**src/hw/rtl/cnms_pkg.sv**
```systemverilog
`timescale 1ns / 1ps
// ----------------------------------------------------------------------------
// cnms_pkg: shared types and constants for Canny non-maximum suppression
// Field widths, register defaults, tangent thresholds and stream layouts.
// ----------------------------------------------------------------------------
package cnms_pkg;

    // Pixel fields
    localparam int GRAD_BITS = 11;
    localparam int MAG_BITS  = 8;
    localparam int DIR_BITS  = 2;

    // Frame geometry
    localparam int MAX_WIDTH  = 1024;
    localparam int MAX_HEIGHT = 4096;
    localparam int MIN_DIM    = 3;
    localparam int COL_W      = $clog2(MAX_WIDTH);
    localparam int FW_W       = 11;
    localparam int FH_W       = 13;
    localparam int ROW_W      = FH_W;

    localparam logic [FW_W-1:0] FW_RESET = FW_W'(640);
    localparam logic [FH_W-1:0] FH_RESET = FH_W'(480);

    // Configuration port
    localparam int CFG_ADDR_W = 1;
    localparam int CFG_DATA_W = 13;
    localparam logic [CFG_ADDR_W-1:0] CFG_FRAME_WIDTH  = CFG_ADDR_W'(0);
    localparam logic [CFG_ADDR_W-1:0] CFG_FRAME_HEIGHT = CFG_ADDR_W'(1);

    // Stream widths
    localparam int IN_TDATA_W  = 32;
    localparam int OUT_TDATA_W = 16;

    // Tangent thresholds in 16-bit fraction: tan 22.5 and tan 67.5
    localparam int TAN_FRAC_BITS = 16;
    localparam int TAN_W         = 18;
    localparam logic [TAN_W-1:0] TAN_22_5 = TAN_W'(27146);
    localparam logic [TAN_W-1:0] TAN_67_5 = TAN_W'(158218);
    localparam int PROD_W = GRAD_BITS + TAN_W;

    // Output queue
    localparam int FIFO_DEPTH = 4;
    localparam int FIFO_PTR_W = $clog2(FIFO_DEPTH);
    localparam int FIFO_CNT_W = $clog2(FIFO_DEPTH + 1);

    typedef enum logic [DIR_BITS-1:0] {
        DIR_0   = 2'd0,
        DIR_45  = 2'd1,
        DIR_90  = 2'd2,
        DIR_135 = 2'd3
    } t_dir_bin;

    // One window column: bottom, middle (with direction) and top magnitude
    typedef struct packed {
        logic [MAG_BITS-1:0] bot;
        t_dir_bin            dir;
        logic [MAG_BITS-1:0] mid;
        logic [MAG_BITS-1:0] top;
    } t_win_col;

    // Middle line store entry
    typedef struct packed {
        t_dir_bin            dir;
        logic [MAG_BITS-1:0] mag;
    } t_mid_entry;

    // Position flags of the center pixel
    typedef struct packed {
        logic produce;
        logic border;
        logic last;
    } t_pos_info;

    // One result
    typedef struct packed {
        logic                last;
        t_dir_bin            dir;
        logic [MAG_BITS-1:0] value;
    } t_result;

endpackage

```
**src/hw/rtl/cnms_fifo.sv**
```systemverilog
`timescale 1ns / 1ps
// ----------------------------------------------------------------------------
// cnms_fifo: result queue
// Small register queue between the processing stage and the output stream;
// reports its fill level for input flow control.
// ----------------------------------------------------------------------------
module cnms_fifo
    import cnms_pkg::*;
(
    input  logic                  i_clk,
    input  logic                  i_rst_n,
    input  logic                  i_push,
    input  t_result               i_data,
    input  logic                  i_ready,
    output logic                  o_valid,
    output t_result               o_data,
    output logic [FIFO_CNT_W-1:0] o_count
);

    t_result                 r_mem [FIFO_DEPTH];
    logic [FIFO_PTR_W-1:0]   r_wr_ptr, r_rd_ptr;
    logic [FIFO_CNT_W-1:0]   r_count;
    logic                    pop;

    assign o_valid = (r_count != '0);
    assign o_data  = r_mem[r_rd_ptr];
    assign o_count = r_count;
    assign pop     = o_valid && i_ready;

    // storage
    always_ff @(posedge i_clk) begin
        if (i_push) begin
            r_mem[r_wr_ptr] <= i_data;
        end
    end

    // pointers and fill level
    always_ff @(posedge i_clk) begin
        if (!i_rst_n) begin
            r_wr_ptr <= '0;
            r_rd_ptr <= '0;
            r_count  <= '0;
        end else begin
            if (i_push) begin
                r_wr_ptr <= (r_wr_ptr == FIFO_PTR_W'(FIFO_DEPTH - 1)) ? '0
                                                                     : r_wr_ptr + 1'b1;
            end
            if (pop) begin
                r_rd_ptr <= (r_rd_ptr == FIFO_PTR_W'(FIFO_DEPTH - 1)) ? '0
                                                                     : r_rd_ptr + 1'b1;
            end
            case ({i_push, pop})
                2'b10:   r_count <= r_count + 1'b1;
                2'b01:   r_count <= r_count - 1'b1;
                default: r_count <= r_count;
            endcase
        end
    end

endmodule

```
**config.mk**
```make
export PLATFORM = sky130hd
export DESIGN_NAME = cnms_fifo
export DESIGN_NICKNAME = d
export VERILOG_FILES = /design/src/hw/rtl/cnms_pkg.sv /design/src/hw/rtl/cnms_fifo.sv
export SDC_FILE = /design/constraint.sdc
export NUM_CORES = 1
export LEC_CHECK = 0
export ABC_AREA = 1
export BUFFER_PORTS_ARGS = -buffer_cell sky130_fd_sc_hd__buf_2
export CORE_MARGIN = 5
export CORE_UTILIZATION = 45
export CTS_CLUSTER_DIAMETER = 120
export DETAILED_ROUTE_END_ITERATION = 12
export PLACE_DENSITY_LB_ADDON = 0.05
export SLEW_MARGIN = 20
export SYNTH_ARGS = -nofsm -noshare
export SYNTH_HDL_FRONTEND = slang
export SYNTH_SLANG_ARGS = --single-unit
```
**constraint.sdc**
```tcl
create_clock -name i_clk -period 4.2 [get_ports i_clk]
set_input_delay 0.84 -clock i_clk [delete_from_list [all_inputs] [get_ports i_clk]]
set_output_delay 0.84 -clock i_clk [all_outputs]
set_load 0.1 [all_outputs]
```
=== Word-level counts from Yosys, hierarchy flattened ===
Memory sizes are Yosys's and may differ from the RTL's. A register that Yosys moved wholly into a read port is not among the register bits.
Index checks and enable logic that the tools add are counted.

* Magnitude comparators: 0
* Multiply operators: 0
* Add/subtract/negate cells: 4
* Mux-type cells: 7
* Bitwise logic cells: 0
* Shift operators: 0
* Div/mod/pow operators: 0
* Reductions and logical operators: 3
* Equality and inequality tests: 4

{| class="wikitable"
|+ Operators by type and width
! operator !! count
|-
| $mux 2 || 4
|-
| $eq 2x2->1 const B || 3
|-
| $pmux 3 s2 || 1
|-
| $add 2x1->2 const B || 2
|-
| $add 3x1->3 const B || 1
|-
| $reduce_bool 3->1 || 1
|-
| $sub 3x1->3 const B || 1
|-
| $eq 2x1->1 const B || 1
|-
| $mux 1 || 2
|-
| $reduce_bool 2->1 || 1
|-
| $logic_and 1x1->1 || 1
|}

* Bits in writable memories: 44
* Bits in latches: 0
* Output and inout port bits: 15
* Register bits after elaboration: 7
* Input port bits: 15
* Bits in read-only memories: 0
* Memories: 1

{| class="wikitable"
|+ Memory list
! name !! depth !! width !! read ports !! clocked after Yosys merged registers in !! wr ports !! line !! source
|-
| r_mem || 4 || 11 || 1 || 1 || 1 || cnms_fifo.sv:20 || <nowiki>t_result r_mem [FIFO_DEPTH];</nowiki>
|}

=== Longest topological paths before layout ===
* Depth in word-level cells: 4
* Depth in mapped cells: 12
* Gate-level depth less buffers: 12

=== Worst setup path before layout ===
Ideal clock, no wire load.

* Kind: reg-to-output
* From: register (tool-made name)
* To: output port o_data[0] (netlist bit)
* Slack: 1.294 ns
* Path buffers: 1
* Arrival time: 2.066 ns
* Stages on the path, launching flop included: 5
* Cell sequence: dfxtp_1 inv_2 buf_4 o21ai_1 o22ai_1

{| class="wikitable"
|+ RTL lines
! element !! line !! source
|-
| end, declared || cnms_fifo.sv:16 || <nowiki>output t_result o_data,</nowiki>
|}

==> results.ini <==
[run_status]
status = finished, final reports clean

[sta]
slew_viol_final = 0
setup_viol = 0
finalCriticalPeriod_ns = 2.97
fin_crit_sh_pct = 70.7
hold_viol_final = 0
tightestPinTransition_ns = 0.793
fin_skew_ns = 0.00612
fmax_mhz = 337
rsz0062_at_grt = false
max_slew_margin_pct = 47.1
hold_slack_ns = 0.543
setup_tns_ns = 0

[global_routing]
track_usage_pct = 13.4
grt_pass1_vias = 1340
grt_max_degree = 24
grt-ovfl-total = 0
antenna_found_initial = 0
grt_pass1_wl_um = 6240

[worst_setup_path]
crit_path_max_incr_delay_ns = 0.84
end_kind = primary output
crit_arrival_ns = 2.13
path_buf_inv = 2
cp_data_required_time_ns = 3.36
cp_top_family = flip-flops
crit_type = reg -> out
crit_slowest_cell = dfxtp_1
critPathLaunchType = flop
crit_path_max_fanout = 23
worstPathCellList = inv_2, o21ai_0, o22ai_1, buf_2

[clock_tree]
htree_levels = 2
cts_buffers = 5
cts_tree = done
cts_hold_buf = 0
cts_resized = 0
clkLatencyLatePin_ns = 0.30
cts.sinks = 53
clock_path_buffers = 2
cts_setup_buffers = 0
cts.reportedPaths.clkPinSlew_ns = 0.08
cts-root-buf = clkbuf_8

[die]
start_util_pct = 45.6
rows = 25
io_pins = 30
dieArea_um2 = 6160
die_w_um = 78.5
fp.dieH_um = 78.5
core_um2 = 4630

[layout]
fin_cells = 253
final_area_um2 = 2360
final_cell_mix = 44 x edfxtp_1, 29 x buf_2, 25 x nor2_1
num-fill-cells = 422
mostFrequentLayoutCell = edfxtp_1
fin_nets = 220
multi_input_comb_area_um2 = 504
postLayoutCoreUtil_pct = 51.1
areaGrowthSynthToFinish_pct = 12.1
diodes = 0
drive_gt1_share_pct = 21.1
regArea_um2 = 1500

[placement]
hpwl_um = 2580
io_buffers = 29
place_inst = 245
placed_cell_area_um2 = 2280
gp_congestion = 0.736

[synth]
synth_nets = 190
synth_area_leader_cell = edfxtp_1
yosysUniqueCellTypes = 21
syn_area_um2 = 2110
yosysTopAreaCellShare_pct = 62.6
synthCells = 168
yosysWarningCount = 0
syn_area_per_cell_um2 = 12.6
ys_seq_elements = 53
ys_seq_area_share_pct = 71.2
yosys-top-cells-area = edfxtp_1 63%, dfxtp_1 8.5%, o21ai_1 5.2%

[min_path]
holdCritPathClass = reg -> reg

[route]
route.detailed.drc = 0
first_iter_violations = 51
via_per_inst = 5.10
routed_wl_um = 3820
wl_per_cell_um = 15.1
num_vias = 1291
drtAntennaViolNets = 0
dr.pass1.iters = 4

[power_and_ir_drop]
p_leak_uw = 0.000931
power_per_cell_area_nw_per_um2 = 686
vdd_drop_max_mv = 0.357

[job]
maxCapViolations = 0

worst min-delay path, stage by stage, from the launching register on:
cell and delay, ns:
dfxtp_1 0.33, inv_1 0.10, a21oi_1 0.07
path summary, 6_finish.rpt:
check             cells after the start           to        start  slack, ns
setup / recovery                      4    o_data[2]         flop       1.23
setup reg to reg                     11   o_count[2]   o_count[0]       2.47
hold reg to reg                       2  r_wr_ptr[1]  r_wr_ptr[1]       0.54
hold / removal                        2  r_wr_ptr[1]  r_wr_ptr[1]       0.54
power breakdown:
part	total [uW]	switching [uW]	internal, uW
sequential	653	43.3	610
clock	262	146	116
combinational	708	592	116
Yosys cell counts:
cell type	n
buf_2	2
o22ai_1	11
or2_1	1
inv_2	5
edfxtp_1	44
o211a_1	1
fa_1	1
o21ai_1	22
nand4_1	1
a21oi_1	5
clkinv_1	1
inv_1	11
nand3_1	3
nand3_2	1
nor2_1	25
ha_1	6
nand2_1	10
dfxtp_1	9
buf_4	4
and2_1	1
o21ai_0	4
through the flow:
stage          total power, uW  setup WS, ns
2_1_floorplan             1280          1.29
3_3_place_gp              1360          1.57
3_5_place_dp              1380          1.49
4_1_cts                   1640          1.17
5_1_grt                   1710          1.03
6_report                  1620          1.23
area by class of cell:
type                       count  area share (%)
sequential                    53            63.5
multi-input combinational     92            21.3
timing repair buffer          29            6.14
clock buffer                   6            3.07
tap                           54            2.86
inverter                      17            2.70
clock inverter                 2           0.423
sequential cells by signal, indices dropped and copies added, names as in the netlist, named ones only:
register	count
r_rd_ptr	2
o_count	3
r_wr_ptr	2
r_mem	44
kinds of logic (layout without fill, tap and decap cells):
| family | Yosys count | count (layout) | synth area share [%] |
|---|---|---|---|
| AOI/OAI and AO/OA | 43 | 43 | 11.1 |
| adders and majority gates | 7 | 7 | 4.51 |
| buffers and inverters | 23 | 54 | 4.92 |
| DFF | 53 | 53 | 71.2 |
| and+or+nand+nor | 42 | 42 | 8.30 |
layer usage:
| layer | global-route usage (%) | vias up | share of wire (%) |
|---|---|---|---|
| met5 | 0 | - | 0 |
| met4 | 6.12 | 0 | 1.1 |
| met3 | 3.21 | 6 | 3.4 |
| met2 | 24.8 | 22 | 54 |
| met1 | 14.3 | 610 | 41 |
| li1 | - | 653 | - |
Note: power is estimated with default switching activity, not from simulation.
