File: config.mk
export PLATFORM = sky130hd
export DESIGN_NAME = cnms_dir
export DESIGN_NICKNAME = d
export VERILOG_FILES = /design/src/hw/rtl/cnms_pkg.sv /design/src/hw/rtl/cnms_dir.sv
export SDC_FILE = /design/constraint.sdc
export NUM_CORES = 1
export LEC_CHECK = 0
export BUFFER_PORTS_ARGS = -buffer_cell sky130_fd_sc_hd__buf_2
export CAP_MARGIN = 20
export CORE_UTILIZATION = 35
export DETAILED_ROUTE_END_ITERATION = 12
export SYNTH_ARGS = -nofsm -noshare
export SYNTH_HDL_FRONTEND = slang
export SYNTH_SLANG_ARGS = --single-unit
File: constraint.sdc
create_clock -name vclk -period 23.8
set_input_delay 1.19 -clock vclk [all_inputs]
set_output_delay 1.19 -clock vclk [all_outputs]
set_load 0.01 [all_outputs]
File: src/hw/rtl/cnms_pkg.sv
`timescale 1ns / 1ps
// ----------------------------------------------------------------------------
// cnms_pkg: shared types and constants for Canny non-maximum suppression
// Field widths, register defaults, tangent thresholds and stream layouts.
// ----------------------------------------------------------------------------
package cnms_pkg;

    // Pixel fields
    localparam int GRAD_BITS = 11;
    localparam int MAG_BITS  = 8;
    localparam int DIR_BITS  = 2;

    // Frame geometry
    localparam int MAX_WIDTH  = 1024;
    localparam int MAX_HEIGHT = 4096;
    localparam int MIN_DIM    = 3;
    localparam int COL_W      = $clog2(MAX_WIDTH);
    localparam int FW_W       = 11;
    localparam int FH_W       = 13;
    localparam int ROW_W      = FH_W;

    localparam logic [FW_W-1:0] FW_RESET = FW_W'(640);
    localparam logic [FH_W-1:0] FH_RESET = FH_W'(480);

    // Configuration port
    localparam int CFG_ADDR_W = 1;
    localparam int CFG_DATA_W = 13;
    localparam logic [CFG_ADDR_W-1:0] CFG_FRAME_WIDTH  = CFG_ADDR_W'(0);
    localparam logic [CFG_ADDR_W-1:0] CFG_FRAME_HEIGHT = CFG_ADDR_W'(1);

    // Stream widths
    localparam int IN_TDATA_W  = 32;
    localparam int OUT_TDATA_W = 16;

    // Tangent thresholds in 16-bit fraction: tan 22.5 and tan 67.5
    localparam int TAN_FRAC_BITS = 16;
    localparam int TAN_W         = 18;
    localparam logic [TAN_W-1:0] TAN_22_5 = TAN_W'(27146);
    localparam logic [TAN_W-1:0] TAN_67_5 = TAN_W'(158218);
    localparam int PROD_W = GRAD_BITS + TAN_W;

    // Output queue
    localparam int FIFO_DEPTH = 4;
    localparam int FIFO_PTR_W = $clog2(FIFO_DEPTH);
    localparam int FIFO_CNT_W = $clog2(FIFO_DEPTH + 1);

    typedef enum logic [DIR_BITS-1:0] {
        DIR_0   = 2'd0,
        DIR_45  = 2'd1,
        DIR_90  = 2'd2,
        DIR_135 = 2'd3
    } t_dir_bin;

    // One window column: bottom, middle (with direction) and top magnitude
    typedef struct packed {
        logic [MAG_BITS-1:0] bot;
        t_dir_bin            dir;
        logic [MAG_BITS-1:0] mid;
        logic [MAG_BITS-1:0] top;
    } t_win_col;

    // Middle line store entry
    typedef struct packed {
        t_dir_bin            dir;
        logic [MAG_BITS-1:0] mag;
    } t_mid_entry;

    // Position flags of the center pixel
    typedef struct packed {
        logic produce;
        logic border;
        logic last;
    } t_pos_info;

    // One result
    typedef struct packed {
        logic                last;
        t_dir_bin            dir;
        logic [MAG_BITS-1:0] value;
    } t_result;

endpackage

File: src/hw/rtl/cnms_dir.sv
`timescale 1ns / 1ps
// ----------------------------------------------------------------------------
// cnms_dir: gradient direction quantizer
// Folds the gradient into 0..180 degrees and bins it to 0/45/90/135 using
// fixed-point tangent comparisons.
// ----------------------------------------------------------------------------
module cnms_dir
    import cnms_pkg::*;
(
    input  logic signed [GRAD_BITS-1:0] i_grad_x,
    input  logic signed [GRAD_BITS-1:0] i_grad_y,
    output t_dir_bin                    o_dir
);

    logic signed [GRAD_BITS:0] gx_e, gy_e, gx_f, gy_f, gx_abs;
    logic [GRAD_BITS-1:0]      ax, ay;
    logic [PROD_W-1:0]         lhs, lo_thr, hi_thr;

    // fold into upper half plane
    always_comb begin
        gx_e = {i_grad_x[GRAD_BITS-1], i_grad_x};
        gy_e = {i_grad_y[GRAD_BITS-1], i_grad_y};
        gx_f = i_grad_y[GRAD_BITS-1] ? -gx_e : gx_e;
        gy_f = i_grad_y[GRAD_BITS-1] ? -gy_e : gy_e;
        gx_abs = gx_f[GRAD_BITS] ? -gx_f : gx_f;
        ax = gx_abs[GRAD_BITS-1:0];
        ay = gy_f[GRAD_BITS-1:0];
    end

    // scaled comparands
    assign lhs    = PROD_W'(ay) << TAN_FRAC_BITS;
    assign lo_thr = PROD_W'(ax) * PROD_W'(TAN_22_5);
    assign hi_thr = PROD_W'(ax) * PROD_W'(TAN_67_5);

    // bin select
    always_comb begin
        if (ay == '0) begin
            o_dir = DIR_0;
        end else if (!gx_f[GRAD_BITS]) begin
            if (lhs < lo_thr)      o_dir = DIR_0;
            else if (lhs < hi_thr) o_dir = DIR_45;
            else                   o_dir = DIR_90;
        end else begin
            if (lhs > hi_thr)      o_dir = DIR_90;
            else if (lhs > lo_thr) o_dir = DIR_135;
            else                   o_dir = DIR_0;
        end
    end

endmodule

-- After elaboration in Yosys (flattened, before gate mapping)
Index checks and enable logic that the tools add are counted.
- flip-flop bits (word level): 0
- $add $sub $neg: 3
- multiply operators: 2
- $lt $le $gt $ge: 4
- multiplexer cells: 9
- reduce and logical (&&, ||, !) cells: 1
- operator list (operator ; count):
    greater-than comparator 27 x 29 -> 1 bit ; 1
    less-than comparator 27 x 29 -> 1 bit ; 1
    multiplier 11 x 17 -> 28 bit, second input constant ; 1
    greater-than comparator 27 x 26 -> 1 bit ; 1
    less-than comparator 27 x 26 -> 1 bit ; 1
    multiplier 11 x 14 -> 25 bit, second input constant ; 1
    two-way mux 11 bit ; 2
    negator 11 bit ; 2
    two-way mux 12 bit ; 1
    two-way mux 2 bit ; 6
    negator 11 -> 12 bit ; 1
    logical NOT 11 bit ; 1

-- Logic depth before layout (Yosys ltp)
Gate-level depths: netlist of run 1.
- depth in word-level cells: 10
- mapped depth: 35

-- Worst setup path before layout of run 1
No wires, ideal clock.
- kind: input -> output
- from: in i_grad_x[0]
- to: out o_dir[0]
- arrival: 8248 ps
- data required time: 22610 ps
- slack: 14362 ps
- cell stages on the path: 33
- cells stage by stage: or3_1 > or4_1 > o41ai_1 > xor2_1 > nand2_1 > o21ai_1 > xnor2_1 > ha_1 > ha_1 > inv_1 > fa_1 > inv_1 > fa_1 > inv_1 > fa_1 > inv_1 > ha_1 > nand3_1 > o21ai_0 > a21oi_1 > a21oi_1 > a21o_1 > a21o_1 > a21oi_1 > xor2_1 > ha_1 > nand3_1 > nor2_1 > nand4_1 > nor4b_4 > mux2i_1 > o21ai_0 > a21oi_1
- cells in the longest elaborated chain, start to end: 10
- elaborated cells between the ends (all ways): 16
- those cells by class: add/sub: 2; mul: 2; order compare: 4; mux: 8
- RTL lines (what ; RTL line ; source):
    from (decl) ; cnms_dir.sv:10 ; input logic signed [GRAD_BITS-1:0] i_grad_x,
    negator 11 -> 12 bit ; cnms_dir.sv:23 ; gx_f = i_grad_y[GRAD_BITS-1] ? -gx_e : gx_e;
    two-way mux 12 bit (*) ; cnms_dir.sv:23 ;
    negator 11 bit ; cnms_dir.sv:25 ; gx_abs = gx_f[GRAD_BITS] ? -gx_f : gx_f;
    two-way mux 11 bit ; cnms_dir.sv:25 ;
    multiplier 11 x 17 -> 28 bit or multiplier 11 x 14 -> 25 bit (tied branches) ; cnms_dir.sv:33, cnms_dir.sv:32 ;
    less-than comparator 27 x 29 -> 1 bit or greater-than comparator 27 x 26 -> 1 bit (tied branches) ; cnms_dir.sv:41, cnms_dir.sv:45 ;
    two-way mux 2 bit, on equally long branches ; cnms_dir.sv:41, cnms_dir.sv:45 ;
    two-way mux 2 bit, on equally long branches ; cnms_dir.sv:40, cnms_dir.sv:44 ;
    two-way mux 2 bit (*) ; cnms_dir.sv:39 ; end else if (!gx_f[GRAD_BITS]) begin
    two-way mux 2 bit (*) ; cnms_dir.sv:37 ; if (ay == '0) begin
    to (decl) ; cnms_dir.sv:12 ; output t_dir_bin o_dir
Mark *: on every way between the ends. The rest lies on a longest branch, timed or not.

-- Worst setup path in the final report of run 1
- from: in i_grad_x[0]
- to: out o_dir[1]
The elaborated chain is that of the path after synthesis.

==> reports/metrics.csv, run 1 <==
stage,metric,value,unit
status,outcome,"complete, no violations",
sta,Slew @ Worst Pin,0.9251,ns
synthesis,synth top area cells,"ha_1 (35%), fa_1 (14%), inv_1 (7.0%)",
worst_hold_path,hold endpoint,o_dir[0],
setup_path,CP endpoint kind,output port,
sta,Final Cycle Share,45.86,%
sta,WHS,2.941,ns
setup_path,Worst setup SP type,primary input,
setup_path,instance count on the critical path,37,
die,Core Area,13450,um2
global_routing,first-pass GRT wire length,20.84,mm
die,die area,14460,um2
global_routing,largest net degree at the start of global routing,24,
setup_path,critical path peak fanout,8,
sta,Hold Fails Final Rpt,0,
route,initial drt markers,189,
cells_and_area,clock buf count,0,
setup_path,Crit path required time,22.61,ns
synthesis,Yosys top cell area share,34.51,%
cells_and_area,ANT cells,0,
route,Wirelength per Cell,15.82,um
cells_and_area,Filler cells,1438,
die,Ports,24,
cells_and_area,area of the multi-input gates,4504,um2
clocking,post-cts sizing count,0,
sta,Slew headroom,37.88,%
global_routing,M3 GR Usage,1.981,%
global_routing,total gr overflow,0,
synthesis,Syn Area/Cell,8.468,um2
route,vias per cell,5.368,
cells_and_area,Area growth syn-to-layout,6.109,%
sta,Final TNS setup,0,ns
synthesis,Post-synth top cells,"ha_1 (135), inv_1 (91), fa_1 (34)",
worst_hold_path,Hold WC Path Type,in2out,
route,drc violations,0,
cells_and_area,sequential cells,0,
global_routing,total track usage,17.72,%
placement,Placer Congestion,0.8942,
setup_path,critical path buffer and inverter count,7,
die,Die Span Y,120.3,um
cells_and_area,post-route cell area,5194,um2
synthesis,"Cell Area, Synth",4895,um2
setup_path,Setup CP Type,in2out,
setup_path,Top delay family on crit path,adder cells,
synthesis,most common cell in the netlist,ha_1,
placement,HPWL after DPL,11.14,mm
placement,placed insts,774,
die,row cnt,42,
die,Starting Density,36.38,%
sta,post-layout minimum cycle time,10.91,ns
route,routed vias,4155,
global_routing,GRT busiest layer,met2,
clocking,postcts setup bufs,0,
die,Die Span X,120.3,um
route,First-pass DRT Iterations,6,
sta,fmax,91.63,MHz
cells_and_area,Nets,791,
cells_and_area,sequential cell area,0,um2
global_routing,number of global-route vias before repair,4365,
synthesis,Post-Syn Instances,578,
setup_path,worst path arrival time,9.72,ns
global_routing,antenna violations before repair,0,
global_routing,grt met1 use,24.34,%
setup_path,Critical-path top delay cell,xnor2_1,
sta,unrepaired setup endpoints after global routing,false,
clocking,cts hold-fix bufs,0,
sta,Pins Over Slew Limit,0,
synthesis,post-synth net total,769,
placement,"Cell Area, Placed",5194,um2
synthesis,Unique masters post-synth,70,
route,final wirelength,12.24,mm
job,Max-Cap Viols,0,
route,Routed Antenna Nets,0,
cells_and_area,share of cells above drive strength 1,8.027,%
global_routing,grt met2 use,31.25,%
synthesis,Yosys warning total,0,
synthesis,"area leader, netlist",ha_1,
cells_and_area,"non-filler cells, final",774,
sta,final setup violation count,0,
worst_hold_path,Hold Crit Start,i_grad_x[10],
worst_hold_path,hold path cells,5,
placement,I/O Buffers,24,
synthesis,sequential share of the synthesized area,0,%
setup_path,CP max stage delay,0.65,ns
[per-layer routing]
metal / part of all wire (%) / wire length [um] / vias up
li1: - / - / 2097
met1: 48 / 5830 / 1953
met2: 47 / 5767 / 99
met3: 5.0 / 607 / 6
met4: 0.32 / 39 / 0
met5: 0 / 0 / -
[stage by stage]
| step | worst slack [ns] | util (%) |
|---|---|---|
| final | 12.89 | 38.61 |
| after global routing | 12.30 | 38.61 |
| after CTS | 12.83 | 38.61 |
| after detailed placement | 12.88 | 38.61 |
| after global placement | 12.92 | 38.61 |
| after floorplan | 14.36 | - |
[cell families after synthesis]
| group | count (synthesis) | synth area share [%] |
|---|---|---|
| adder cells (fa/ha/maj) | 169 | 48.42 |
| AND/OR/NAND/NOR | 130 | 15.47 |
| AO/OA/AOI/OAI | 126 | 17.46 |
| buffers and inverters | 96 | 7.975 |
| XOR/XNOR | 50 | 8.947 |
| multiplexers | 7 | 1.738 |
[worst max-delay path by stage]
stage / endpoint / from
6_report: o_dir[1] / i_grad_x[0]
3_3_place_gp: o_dir[1] / i_grad_x[0]
5_1_grt: o_dir[1] / i_grad_x[0]
4_1_cts: o_dir[1] / i_grad_x[0]
2_1_floorplan: o_dir[0] / i_grad_x[0]
3_5_place_dp: o_dir[1] / i_grad_x[0]
[cell type report]
| cell class | instances | area share, % |
|---|---|---|
| Inverter | 91 | 6.577 |
| Multi-Input combinational cell | 482 | 86.73 |
| Tap cell | 176 | 4.240 |
| Timing Repair Buffer | 25 | 2.457 |
[cell usage in the layout (no fill, tap or decap), drive strengths merged, types with 3 or more instances in the layout]
cell	count
nor4	4
a21o	18
nor2b	7
o31ai	6
o211ai	4
inv	91
buf	25
nor3	7
fa	34
and2	3
nand3	9
nor4b	5
nand2b	5
a211o	4
xnor2	27
nand2	27
or3	4
o21bai	4
and3	7
nand4	3
or4	4
ha	135
a21boi	3
a21oi	30
mux2i	5
o21ai	26
a211oi	5
xor2	23
nor2	28
Power of run 1 is not shown: default switching activity piles up to over one toggle a cycle in this logic, so the estimate is an artifact.
==> run 2: changes to the inputs <==
==> constraint.sdc (replaced) <==
create_clock -name vclk -period 9.4
set_input_delay 0.47 -clock vclk [all_inputs]
set_output_delay 0.47 -clock vclk [all_outputs]
set_load 0.01 [all_outputs]
==> reports/metrics.csv, run 2 (synthesis gave the netlist of run 1 again) <==
stage,metric,value,unit,change
status,outcome,"complete, no violations",,
global_routing,number of global-route vias before repair,4129,,-5.4%
global_routing,grt met1 use,26.52,%,+2.2 points
route,vias per cell,5.400,,+0.59%
setup_path,Worst setup SP type,primary input,,
die,Die Span Y,120.3,um,unchanged
setup_path,"most used cell, CP",ha_1,,
setup_path,critical path buffer and inverter count,8,,+1
job,Max-Cap Viols,0,,unchanged
global_routing,largest net degree at the start of global routing,24,,unchanged
sta,post-layout minimum cycle time,8.801,ns,
placement,Placer Congestion,0.8872,,-0.78%
global_routing,antenna violations before repair,0,,unchanged
route,drc violations,0,,unchanged
sta,Hold Fails Final Rpt,0,,unchanged
cells_and_area,clock buf count,0,,unchanged
cells_and_area,sequential cell area,0,um2,unchanged
global_routing,first-pass GRT wire length,20.42,mm,-2.0%
die,Core Area,13450,um2,unchanged
setup_path,Crit path required time,8.93,ns,-13.68 ns
die,Die Span X,120.3,um,unchanged
global_routing,M3 GR Usage,0.8491,%,-1.1 points
sta,WHS,1.503,ns,-1.438 ns
global_routing,total gr overflow,0,,unchanged
clocking,cts hold-fix bufs,0,,unchanged
cells_and_area,Nets,802,,+1.4%
sta,Slew @ Worst Pin,0.8377,ns,-0.08737 ns
cells_and_area,Area growth syn-to-layout,8.333,%,
setup_path,CP endpoint kind,output port,,
global_routing,total track usage,17.42,%,-0.30 points
cells_and_area,"most common cell after layout, fill and taps aside",ha_1,,
global_routing,GRT busiest layer,met2,,
placement,dpl ws,0.3282,ns,-12.55 ns
worst_hold_path,Hold WC Path Type,in2out,,
route,final wirelength,12.06,mm,-1.5%
route,Routed Antenna Nets,0,,unchanged
placement,I/O Buffers,24,,unchanged
sta,Pins Over Slew Limit,0,,unchanged
route,First-pass DRT Iterations,4,,-2
setup_path,Top delay family on crit path,adder cells,,
sta,Slew headroom,43.67,%,+5.8 points
die,row cnt,42,,unchanged
sta,fmax,113.6,MHz,
sta,Final WS setup,0.5992,ns,-12.29 ns
setup_path,Critical-path top delay cell,fa_1,,
route,routed vias,4239,,+2.0%
die,die area,14460,um2,unchanged
route,Wirelength per Cell,15.37,um,-2.9%
global_routing,grt met2 use,28.05,%,-3.2 points
cells_and_area,"non-filler cells, final",785,,+1.4%
setup_path,worst path arrival time,8.33,ns,-1.39 ns
setup_path,critical path peak fanout,8,,unchanged
route,initial drt markers,213,,+13%
cells_and_area,most frequent cells in the layout,"ha_1 (135), inv_1 (90), fa_1 (34)",,
cells_and_area,ANT cells,0,,unchanged
placement,placed insts,784,,+1.3%
setup_path,Setup CP Type,in2out,,
placement,HPWL after DPL,10.99,mm,-1.3%
die,Starting Density,36.38,%,unchanged
cells_and_area,share of cells above drive strength 1,10.67,%,+2.6 points
die,Ports,24,,unchanged
setup_path,CP max stage delay,0.58,ns,-0.07 ns
sta,Final Cycle Share,93.63,%,
cells_and_area,sequential cells,0,,unchanged
sta,final setup violation count,0,,unchanged
==> run 2: changes by cell type in the layout (fill, tap and decap cells not counted) <==
| cell | change |
|---|---|
| buf_4 | +11 |
| a211oi_1 | -1 |
| a21oi_1 | -2 |
| a2bb2oi_1 | -1 |
| xor2_1 | -1 |
| a2bb2oi_2 | +1 |
| o21ai_1 | +1 |
| xor2_2 | +1 |
| o21ai_0 | -1 |
| inv_1 | -1 |
| a211oi_2 | +1 |
| inv_2 | +1 |
| a21oi_2 | +2 |
==> run 2: final timing paths <==
kind | slack [ns] | start | endpoint | depth (start not counted)
worst min-delay path | 1.50 | i_grad_x[10] | o_dir[0] | 5
worst max-delay path | 0.60 | i_grad_x[0] | o_dir[1] | 38
==> run 2: timing repair <==
item / in CTS / in global routing
gates resized for setup: 0 / 7
endpoints found under the hold margin: 0 / 0
buffers inserted: 0 / 1
endpoints found under the setup margin: 0 / 2
==> run 2: per-stage QoR <==
stage               area (um2)  setup TNS (ns)  util (%)
floorplan                 4895               0         -
global placement          5269               0     39.16
detailed placement        5269               0     39.16
CTS                       5269               0     39.16
global route              5303        -0.02928     39.42
finish                    5303               0     39.42
==> run 2: cell type report <==
cell class / count / area [um2]
inverters: 91 / 341.6
fillers: 1381 / 8150
repair buffers: 36 / 210.2
well taps: 176 / 220.2
multi-input cells: 482 / 4531
==> run 2: tightest hold or removal path, cell delays in order <==
cell and delay, ns:
buf_2 0.14, mux2i_4 0.12, o211ai_1 0.11, a21oi_1 0.06
buf_2 0.13
==> run 2: routing by layer <==
| metal | vias up | share of wire (%) |
|---|---|---|
| met2 | 83 | 44 |
| met5 | - | 0 |
| li1 | 2130 | - |
| met4 | 0 | 0.74 |
| met1 | 2020 | 52 |
| met3 | 6 | 3.3 |
Power of run 2 is left out for the same reason.
